===== config.mk =====
export PLATFORM = sky130hd
export DESIGN_NAME = assembler_token_scanner_unit_flat
export DESIGN_NICKNAME = d
export VERILOG_FILES = /design/src/ats_pkg.sv /design/src/ats_if.sv /design/src/ats_front.sv /design/src/ats_queue.sv /design/src/ats_back.sv /design/src/assembler_token_scanner_unit.sv /design/src/flat_wrapper.sv
export SDC_FILE = /design/constraint.sdc
export NUM_CORES = 1
export LEC_CHECK = 0
export BUFFER_PORTS_ARGS = -buffer_cell sky130_fd_sc_hd__buf_2
export CORE_ASPECT_RATIO = 1.5
export CORE_MARGIN = 1.5
export CORE_UTILIZATION = 45
export CTS_CLUSTER_SIZE = 8
export DETAILED_ROUTE_END_ITERATION = 6
export HOLD_SLACK_MARGIN = 0.12
export PLACE_DENSITY = 0.62
export SLEW_MARGIN = 20
export SYNTH_ARGS = -nofsm -noshare
export SYNTH_HDL_FRONTEND = slang
export SYNTH_SLANG_ARGS = --single-unit

===== constraint.sdc =====
create_clock -name clk -period 7.4 [get_ports clk]
set_clock_uncertainty 0.2 [all_clocks]
set_input_delay 2.22 -clock clk [delete_from_list [all_inputs] [get_ports clk]]
set_output_delay 2.22 -clock clk [all_outputs]
set_load 0.01 [all_outputs]

===== src/ats_pkg.sv =====
// Types and constants shared by the assembler token scanner modules.
`timescale 1ns / 1ps
`default_nettype none
package ats_pkg;

	localparam int MAX_TOKENS  = 3;
	localparam int QUEUE_DEPTH = 4;

	typedef enum logic [3:0] {
		KIND_COMMA   = 4'd0,
		KIND_OPEN    = 4'd1,
		KIND_CLOSE   = 4'd2,
		KIND_COLON   = 4'd3,
		KIND_PLUS    = 4'd4,
		KIND_MINUS   = 4'd5,
		KIND_NEWLINE = 4'd6,
		KIND_HEX     = 4'd7,
		KIND_DEC     = 4'd8,
		KIND_IDENT   = 4'd9,
		KIND_UNKNOWN = 4'd10,
		KIND_END     = 4'd11
	} kind_t;

	typedef enum logic [2:0] {
		MODE_IDLE,
		MODE_NEWLINE,
		MODE_ZERO,
		MODE_ZERO_X,
		MODE_HEX,
		MODE_DEC,
		MODE_IDENT
	} mode_t;

	typedef struct packed {
		kind_t       kind;
		logic [15:0] start;
		logic [15:0] length;
	} token_t;

	// All tokens caused by one source byte, slot 0 first.
	typedef struct packed {
		logic [1:0]                  count;
		token_t [MAX_TOKENS-1:0]     tok;
	} group_t;

	function automatic group_t append(input group_t g, input kind_t kind,
			input logic [15:0] start, input logic [15:0] length);
		group_t r;
		r = g;
		if (r.count != 2'(MAX_TOKENS)) begin
			r.tok[r.count].kind   = kind;
			r.tok[r.count].start  = start;
			r.tok[r.count].length = length;
			r.count = r.count + 2'd1;
		end
		return r;
	endfunction

endpackage
`default_nettype wire


===== src/ats_if.sv =====
// Handshake channels for source bytes and for tokens.
`timescale 1ns / 1ps
`default_nettype none
interface ats_byte_if;
	logic       valid;
	logic       ready;
	logic [7:0] char_code;
	logic       final_char;

	modport source(output valid, output char_code, output final_char, input ready);
	modport sink(input valid, input char_code, input final_char, output ready);
endinterface

interface ats_token_if;
	logic        valid;
	logic        ready;
	logic [3:0]  token_kind;
	logic [15:0] token_start;
	logic [15:0] token_length;
	logic        run_end;

	modport source(output valid, output token_kind, output token_start,
		output token_length, output run_end, input ready);
	modport sink(input valid, input token_kind, input token_start,
		input token_length, input run_end, output ready);
endinterface
`default_nettype wire


===== src/ats_front.sv =====
// Front end: accepts source bytes, tracks the scan mode and forms token groups.
`timescale 1ns / 1ps
`default_nettype none
module ats_front #(
	parameter int MAX_SOURCE_BYTES = 65536
) (
	input  wire logic        clk,
	input  wire logic        arst_n,
	ats_byte_if.sink         text,
	output logic             push,
	output ats_pkg::group_t  push_group,
	input  wire logic        queue_full
);
	import ats_pkg::*;

	localparam int POS_W = $clog2(MAX_SOURCE_BYTES);

	mode_t             mode_q, mode_n;
	logic [POS_W-1:0]  begin_q, begin_n;
	logic [POS_W-1:0]  pos_q, pos_n;
	logic [15:0]       len_q, len_n;
	logic [POS_W-1:0]  pos_inc;
	logic [POS_W-1:0]  begin_inc;
	logic [15:0]       len_grow;
	logic              accept;
	logic              keep;
	logic [7:0]        c;
	logic              is_digit, is_letter, is_nl, is_hexch, is_x, is_space;
	logic              is_punct;
	kind_t             punct_kind;
	group_t            g;

	function automatic logic [15:0] low16(input logic [POS_W-1:0] p);
		logic [POS_W+15:0] e;
		e = {16'b0, p};
		return e[15:0];
	endfunction

	function automatic logic [POS_W-1:0] wrap_inc(input logic [POS_W-1:0] p);
		logic [POS_W-1:0] r;
		if (p == POS_W'(MAX_SOURCE_BYTES - 1)) begin
			r = '0;
		end else begin
			r = p + 1'b1;
		end
		return r;
	endfunction

	assign c          = text.char_code;
	assign text.ready = !queue_full;
	assign accept     = text.valid && text.ready;

	always_comb begin
		is_digit  = (c >= 8'h30) && (c <= 8'h39);
		is_letter = ((c >= 8'h61) && (c <= 8'h7a)) || ((c >= 8'h41) && (c <= 8'h5a))
			|| (c == 8'h5f);
		is_nl     = (c == 8'h0d) || (c == 8'h0a);
		is_x      = (c == 8'h78) || (c == 8'h58);
		is_hexch  = is_digit || ((c >= 8'h61) && (c <= 8'h66))
			|| ((c >= 8'h41) && (c <= 8'h46)) || is_x;
		is_space  = (c == 8'h20) || (c == 8'h09);
		is_punct  = 1'b1;
		unique case (c)
			8'h2c:   punct_kind = KIND_COMMA;
			8'h5b:   punct_kind = KIND_OPEN;
			8'h5d:   punct_kind = KIND_CLOSE;
			8'h3a:   punct_kind = KIND_COLON;
			8'h2b:   punct_kind = KIND_PLUS;
			8'h2d:   punct_kind = KIND_MINUS;
			default: begin
				punct_kind = KIND_UNKNOWN;
				is_punct   = 1'b0;
			end
		endcase
	end

	always_comb begin
		g        = '0;
		keep     = 1'b0;
		mode_n   = mode_q;
		begin_n  = begin_q;
		len_n    = len_q;
		len_grow = (len_q == 16'hffff) ? len_q : len_q + 16'd1;

		unique case (mode_q)
			MODE_IDLE: begin
			end
			MODE_NEWLINE: begin
				if (is_nl) keep = 1'b1;
				else g = append(g, KIND_NEWLINE, low16(begin_q), len_q);
			end
			MODE_ZERO: begin
				if (is_x) begin
					mode_n = MODE_ZERO_X;
					keep   = 1'b1;
				end else if (is_digit) begin
					mode_n = MODE_DEC;
					keep   = 1'b1;
				end else begin
					g = append(g, KIND_DEC, low16(begin_q), len_q);
				end
			end
			MODE_ZERO_X: begin
				if (is_hexch) begin
					mode_n = MODE_HEX;
					keep   = 1'b1;
				end else begin
					g = append(g, KIND_HEX, low16(begin_q), len_q);
				end
			end
			MODE_HEX: begin
				if (is_hexch) keep = 1'b1;
				else g = append(g, KIND_HEX, low16(begin_q), len_q);
			end
			MODE_DEC: begin
				if (is_digit) keep = 1'b1;
				else g = append(g, KIND_DEC, low16(begin_q), len_q);
			end
			MODE_IDENT: begin
				if (is_letter || is_digit) keep = 1'b1;
				else g = append(g, KIND_IDENT, low16(begin_q), len_q);
			end
			default: begin
			end
		endcase

		if (keep) begin
			len_n = len_grow;
		end else begin
			mode_n = MODE_IDLE;
			len_n  = '0;
			priority if (is_space) begin
			end else if (is_punct) begin
				g = append(g, punct_kind, low16(pos_q), 16'd1);
			end else if (is_nl) begin
				mode_n  = MODE_NEWLINE;
				begin_n = pos_q;
				len_n   = 16'd1;
			end else if (c == 8'h30) begin
				mode_n  = MODE_ZERO;
				begin_n = pos_q;
				len_n   = 16'd1;
			end else if (is_digit) begin
				mode_n  = MODE_DEC;
				begin_n = pos_q;
				len_n   = 16'd1;
			end else if (is_letter) begin
				mode_n  = MODE_IDENT;
				begin_n = pos_q;
				len_n   = 16'd1;
			end else begin
				g = append(g, KIND_UNKNOWN, low16(pos_q), 16'd1);
			end
		end

		pos_inc   = wrap_inc(pos_q);
		begin_inc = wrap_inc(begin_n);
		pos_n     = pos_inc;

		if (text.final_char) begin
			unique case (mode_n)
				MODE_NEWLINE: g = append(g, KIND_NEWLINE, low16(begin_n), len_n);
				MODE_ZERO,
				MODE_DEC:     g = append(g, KIND_DEC, low16(begin_n), len_n);
				MODE_ZERO_X: begin
					// A bare "0x" at the end is a decimal zero and an identifier x.
					g = append(g, KIND_DEC, low16(begin_n), 16'd1);
					g = append(g, KIND_IDENT, low16(begin_inc), 16'd1);
				end
				MODE_HEX:     g = append(g, KIND_HEX, low16(begin_n), len_n);
				MODE_IDENT:   g = append(g, KIND_IDENT, low16(begin_n), len_n);
				default: begin
				end
			endcase
			g       = append(g, KIND_END, low16(pos_inc), 16'd0);
			mode_n  = MODE_IDLE;
			begin_n = '0;
			pos_n   = '0;
			len_n   = '0;
		end
	end

	assign push       = accept && (g.count != 2'd0);
	assign push_group = g;

	always_ff @(posedge clk or negedge arst_n) begin
		if (!arst_n) begin
			mode_q  <= MODE_IDLE;
			begin_q <= '0;
			pos_q   <= '0;
			len_q   <= '0;
		end else if (accept) begin
			mode_q  <= mode_n;
			begin_q <= begin_n;
			pos_q   <= pos_n;
			len_q   <= len_n;
		end
	end

endmodule
`default_nettype wire


===== src/ats_queue.sv =====
// Short queue of token groups between the front end and the back end.
`timescale 1ns / 1ps
`default_nettype none
module ats_queue (
	input  wire logic             clk,
	input  wire logic             arst_n,
	input  wire logic             push,
	input  wire ats_pkg::group_t  push_group,
	output logic                  full,
	input  wire logic             pop,
	output ats_pkg::group_t       head,
	output logic                  empty
);
	import ats_pkg::*;

	localparam int PTR_W = $clog2(QUEUE_DEPTH);

	group_t                 mem [QUEUE_DEPTH];
	logic [PTR_W-1:0]       wr_ptr_q;
	logic [PTR_W-1:0]       rd_ptr_q;
	logic [PTR_W:0]         cnt_q;
	logic                   do_push;
	logic                   do_pop;

	assign full    = (cnt_q == (PTR_W+1)'(QUEUE_DEPTH));
	assign empty   = (cnt_q == '0);
	assign do_push = push && !full;
	assign do_pop  = pop && !empty;
	assign head    = mem[rd_ptr_q];

	always_ff @(posedge clk) begin
		if (do_push) begin
			mem[wr_ptr_q] <= push_group;
		end
	end

	always_ff @(posedge clk or negedge arst_n) begin
		if (!arst_n) begin
			wr_ptr_q <= '0;
			rd_ptr_q <= '0;
			cnt_q    <= '0;
		end else begin
			if (do_push) wr_ptr_q <= wr_ptr_q + 1'b1;
			if (do_pop) rd_ptr_q <= rd_ptr_q + 1'b1;
			if (do_push && !do_pop) begin
				cnt_q <= cnt_q + 1'b1;
			end else if (do_pop && !do_push) begin
				cnt_q <= cnt_q - 1'b1;
			end
		end
	end

endmodule
`default_nettype wire


===== src/ats_back.sv =====
// Back end: sends the tokens of each queued group one word at a time.
`timescale 1ns / 1ps
`default_nettype none
module ats_back (
	input  wire logic             clk,
	input  wire logic             arst_n,
	input  wire ats_pkg::group_t  head,
	input  wire logic             empty,
	output logic                  pop,
	ats_token_if.source           tokens
);
	import ats_pkg::*;

	logic [1:0]  sub_q;
	logic        out_valid_q;
	logic [3:0]  kind_q;
	logic [15:0] start_q;
	logic [15:0] length_q;
	logic        run_end_q;
	logic        load;
	logic        last;
	token_t      cur;

	assign cur  = head.tok[sub_q];
	assign last = (sub_q == head.count - 2'd1);
	assign load = !empty && (!out_valid_q || tokens.ready);
	assign pop  = load && last;

	always_ff @(posedge clk or negedge arst_n) begin
		if (!arst_n) begin
			sub_q       <= '0;
			out_valid_q <= 1'b0;
		end else begin
			if (load) begin
				out_valid_q <= 1'b1;
				sub_q       <= last ? 2'd0 : sub_q + 2'd1;
			end else if (tokens.ready) begin
				out_valid_q <= 1'b0;
			end
		end
	end

	always_ff @(posedge clk) begin
		if (load) begin
			kind_q    <= cur.kind;
			start_q   <= cur.start;
			length_q  <= cur.length;
			run_end_q <= last;
		end
	end

	assign tokens.valid        = out_valid_q;
	assign tokens.token_kind   = kind_q;
	assign tokens.token_start  = start_q;
	assign tokens.token_length = length_q;
	assign tokens.run_end      = run_end_q;

endmodule
`default_nettype wire


===== src/assembler_token_scanner_unit.sv =====
// Top level of the assembler token scanner.
//
// The text channel takes one source byte per word with a flag that marks the
// last byte of a source. The tokens channel gives one token per word: kind,
// start offset, length and a run_end flag on the last token a byte caused.
// A byte taken at a clock edge is scanned in the cycle before that edge and
// its tokens enter the queue at that edge; the first of them is loaded into
// the output register once earlier groups are sent and the register is free,
// and is offered from then on; the rest follow one per cycle while the
// receiver takes them. The text port can take a new byte whenever the queue
// is not full. A byte that ends a token and starts another may cause two tokens, and a final byte up to three.
// A four-group queue between the scanner and the output register absorbs
// those bursts, so text.ready falls only when the queue is full.
// When the receiver stalls, the output word holds and the queue fills; the
// scanner then stops taking bytes. Reset empties the queue, drops the output
// word and puts the scanner idle at offset zero; no clearing pass is needed.
// After a final byte the offset restarts at zero for the next source.
`timescale 1ns / 1ps
`default_nettype none
module assembler_token_scanner_unit #(
	parameter int MAX_SOURCE_BYTES = 65536
) (
	input  wire logic    clk,
	input  wire logic    arst_n,
	ats_byte_if.sink     text,
	ats_token_if.source  tokens
);
	import ats_pkg::*;

	logic    push;
	group_t  push_group;
	logic    full;
	logic    pop;
	group_t  head;
	logic    empty;

	ats_front #(
		.MAX_SOURCE_BYTES(MAX_SOURCE_BYTES)
	) u_front (
		.clk        (clk),
		.arst_n     (arst_n),
		.text       (text),
		.push       (push),
		.push_group (push_group),
		.queue_full (full)
	);

	ats_queue u_queue (
		.clk        (clk),
		.arst_n     (arst_n),
		.push       (push),
		.push_group (push_group),
		.full       (full),
		.pop        (pop),
		.head       (head),
		.empty      (empty)
	);

	ats_back u_back (
		.clk    (clk),
		.arst_n (arst_n),
		.head   (head),
		.empty  (empty),
		.pop    (pop),
		.tokens (tokens)
	);

endmodule
`default_nettype wire

===== src/flat_wrapper.sv =====
// flat-port wrapper written by rule: the top's interface ports become plain ports
module assembler_token_scanner_unit_flat import ats_pkg::*;
#(
	parameter int MAX_SOURCE_BYTES = 65536
)
  (clk, arst_n, text_valid, text_char_code, text_final_char, text_ready, tokens_valid, tokens_token_kind, tokens_token_start, tokens_token_length, tokens_run_end, tokens_ready);
  ats_byte_if text_i ();
  ats_token_if tokens_i ();
  input  wire logic clk;
  input  wire logic arst_n;
  input wire logic [$bits(text_i.valid)-1:0] text_valid;
  input wire logic [$bits(text_i.char_code)-1:0] text_char_code;
  input wire logic [$bits(text_i.final_char)-1:0] text_final_char;
  output wire logic [$bits(text_i.ready)-1:0] text_ready;
  output wire logic [$bits(tokens_i.valid)-1:0] tokens_valid;
  output wire logic [$bits(tokens_i.token_kind)-1:0] tokens_token_kind;
  output wire logic [$bits(tokens_i.token_start)-1:0] tokens_token_start;
  output wire logic [$bits(tokens_i.token_length)-1:0] tokens_token_length;
  output wire logic [$bits(tokens_i.run_end)-1:0] tokens_run_end;
  input wire logic [$bits(tokens_i.ready)-1:0] tokens_ready;
  assign text_i.valid = text_valid;
  assign text_i.char_code = text_char_code;
  assign text_i.final_char = text_final_char;
  assign text_ready = text_i.ready;
  assign tokens_valid = tokens_i.valid;
  assign tokens_token_kind = tokens_i.token_kind;
  assign tokens_token_start = tokens_i.token_start;
  assign tokens_token_length = tokens_i.token_length;
  assign tokens_run_end = tokens_i.run_end;
  assign tokens_i.ready = tokens_ready;
  assembler_token_scanner_unit #(.MAX_SOURCE_BYTES(MAX_SOURCE_BYTES)) u_core (.clk(clk), .arst_n(arst_n), .text(text_i), .tokens(tokens_i));
endmodule

==> impl_results.md <==
* Fin nets at 2011
* CTS Root Buffer Type: clkbuf_16
* Hold Fails Final Rpt at 0
* Yosys cell types at 102
* Clock power share at 28.9%
* Worst-path clk slew at approximately 0.050 ns
* Period utilization at 89.4%
* Layout area overhead at 15.1%
* Tmin final at 6.62 ns
* Vias at 17130
* Critical path cell sequence: buf_2, nor4bb_1, a22oi_1, and3_1, nor2_4, and2_4, inv_4, ha_1, nor3_1, o31a_1, inv_1, ha_1, o22ai_1, a2bb2oi_4, nand3b_2, nand2_1, o31ai_1
* Endpoints failing setup at 0
* Initial Util at between 40% and 50%
* # IOs at 52
* Combinational power share at a little under a third
* FILL cells at 4786
* Status: completed
* DRT iter0 DRCs at 1365
* DRT Pass-1 Iters at 5
* CP max stage delay at around 0.74 ns
* Crit path kind: input pin to register
* Worst setup margin at 0.782 ns
* Slowest stage cell, crit path: o31ai_1
* Layout Cell Area excl Fill at 29600 µm²
* Num CTS Buffers at 77
* CP endpoint kind: register
* Worst-path fanout max at 10
* Post-CTS sizing at 0
* Share of flip-flops with an asynchronous set or reset at 11.3%
* Total global routing overflow at 0
* Detailed Place HPWL at 51400 µm
* Netlist area before placement at between 20000 and 30000 µm²
* Mapped Cells at ~1900
* Peak supply drop at 0.000181 V
* Ratio of total power to cell area at 374 nW/µm²
* CTS tree: yes
* Max Slew Vio Count at 0
* GR peak layer: met2
* Met2 Use GR at 46.4%
* Tot GR Track Use at 26.4%
* First-pass GRT wire length at 112000 µm
* Number of global-route vias before repair at 17366
* Synth warn at 0
* Tot Pwr at 11100 µW
* GRT met3 Usage at between 3 and 4%
* Port-buffer cells at 51
* Cell Rows at 107
* Total internal power at 7470 µW
* FMAX at roughly 0.15 GHz
* Leakage at 0.0102 µW
* Critical path's top delay family: simple AND/OR/NAND/NOR gates
* Post-DRT Antenna Nets at 0
* Post-CTS Setup Inserts at 0
* Clk Latency, worst-skew pair at 0.61 ns
* CP most frequent cell: ha_1
* Post-synth EDFFs at approximately 480
* Switching power at 3610 µW
* Post-Syn Area per Cell at 13.8 µm²
* Dpl cells at 2666
* CP bufs+invs at 3
* Die Ht at 296 µm
* DRT Wirelength at 75800 µm
* DRC Markers at 0
* Wire length per cell at roughly 27 µm
* Max cap viols at 0
* Commonest non-fill, non-tap cell in the layout: edfxtp_1
* CTS H-tree lvls at 3
* # diodes at 0
* Pre-CTS WS at 0.209 ns
* Routability congestion estimate at ~1
* Post-synthesis register bit count at 538
* Post-DR vias/cell at approximately 6
* CTS sink count at 538
* Core Area at 56600 µm²
* Largest net degree at the start of global routing at 62
* Measured slew at the worst slew-check pin at 1.13 ns
* Critical Path AT at 6.73 ns
* Fin cells at 2801
* Die area at just under 60000 µm²
* Slew margin rel. at 23.9%
* CTS max path bufs at 3
* Initial antenna violation count at 1
* WP data required at approximately 7.5 ns
* Net Sw Frac at 32.6%
* Post-Synthesis Net Count at around 1900
* Part of the Yosys area used for sequential elements at 61.7%
* RSZ-0062 raised after global routing: false
* Hold buffer count at CTS at 0
* Commonest cells after routing, fill and taps aside: 477 x edfxtp_1, 170 x nand2_1, 113 x o21ai_0
* Met1 usage at 31.7%
* Share of layout cells above drive strength 1 at 21.0%
* Dpl cell area at 27400 µm²
* Worst setup SP type: input pin
* Sequential Power Share at roughly two fifths
* Ys flop type: edfxtp_1
* Die Span X at 198 µm
* Class of the tightest hold or removal check: register to register
## synthesized netlist by cell type, types with 35 or more instances
cell type	n	area share, %
inv_1	35	0.51
mux4_2	110	9.6
mux2i_1	70	2.7
dfrtp_1	61	5.9
o21ai_0	113	2.2
clkbuf_1	77	1.1
nand3_1	47	0.92
a21oi_1	92	1.8
nor3_1	39	0.76
nand2_1	171	2.5
edfxtp_1	477	56
nor2_1	112	1.6
## through the flow
| step | TNS (ns) | hold WS [ns] | util (%) |
|---|---|---|---|
| floorplan | -55.57 | 0.264 | - |
| global placement | 0 | 0.284 | 48.3 |
| detailed placement | 0 | 0.290 | 48.3 |
| CTS | 0 | 0.300 | 52.2 |
| global route | 0 | 0.309 | 52.3 |
| finish | 0 | 0.299 | 52.3 |
## worst register-to-register path: stages, from the launching register on
cell,delay (ns)
dfrtp_1,0.49
nand2b_1,0.22
o2bb2ai_1,0.43
and3_1,0.31
nor2_4,0.08
and2_4,0.15
inv_4,0.05
ha_1,0.23
nor3_1,0.31
o31a_1,0.28
inv_1,0.11
ha_1,0.30
o22ai_1,0.30
a2bb2oi_4,0.16
nand3b_2,0.13
nand2_1,0.41
o31ai_1,0.75
## logic make-up (layout without fill, tap and decap cells)
kind of cell / count (synthesis) / after routing / synth area share [%]
compound gates: 428 / 428 / 11.2
xor+xnor: 29 / 29 / 0.988
fa+ha+maj: 15 / 15 / 0.759
buf+inv: 156 / 325 / 2.54
flops: 538 / 538 / 61.7
mux: 193 / 193 / 13.0
simple gates: 510 / 510 / 9.81
## path summary, 6_finish.rpt
check                                                      from  slack, ns                                      to  cells after the start
max                                           text_char_code[4]       0.78     u_core.u_queue.mem[3][62]$_DFFE_PP_                     17
min                         u_core.u_queue.cnt_q[2]$_DFFE_PN0P_       0.30     u_core.u_queue.cnt_q[2]$_DFFE_PN0P_                      1
max reg2reg                u_core.u_front.mode_q[2]$_DFFE_PN0P_       2.21     u_core.u_queue.mem[0][62]$_DFFE_PP_                     16
min reg2reg                 u_core.u_queue.cnt_q[2]$_DFFE_PN0P_       0.30     u_core.u_queue.cnt_q[2]$_DFFE_PN0P_                      1
max in group asynchronous                                arst_n       4.90  u_core.u_queue.rd_ptr_q[0]$_DFFE_PN0P_                      2
min in group asynchronous                                arst_n       1.41     u_core.u_front.pos_q[8]$_DFFE_PN0P_                      1
## power groups by stage
stage	registers [µW]	clock network [µW]	logic (µW)
2_1_floorplan	4380	0	2250
3_3_place_gp	4460	0	3460
3_5_place_dp	4490	0	3470
4_1_cts	4440	3270	3480
5_1_grt	4500	3380	3680
6_report	4430	3200	3440
## sequential cells by signal, indices dropped and copies added (netlist names), 3 cells and up
| register | flops |
|---|---|
| u_core.u_front.pos_q | 16 |
| u_core.u_back.tokens.token_kind | 4 |
| u_core.u_front.len_q | 16 |
| u_core.u_front.mode_q | 3 |
| u_core.u_queue.mem | 440 |
| u_core.u_back.tokens.token_length | 16 |
| u_core.u_back.tokens.token_start | 16 |
| u_core.u_front.begin_q | 16 |
| u_core.u_queue.cnt_q | 3 |
## final cells by class
type | instances | area (µm²) | area share, %
clock buffers | 127 | 2110 | 7.14
clock inverters | 7 | 92.6 | 0.313
inverters | 36 | 138 | 0.465
multi-input cells | 1175 | 9250 | 31.2
flip-flops and latches | 538 | 15900 | 53.6
well taps | 763 | 955 | 3.23
repair buffers | 155 | 1190 | 4.03
## metal layers
layer / up-vias / wire (µm)
met4: 0 / 3600
met5: - / 0
met1: 8696 / 29100
met3: 177 / 3900
met2: 680 / 39100
li1: 7577 / -
(Power assumes the default switching activity.)
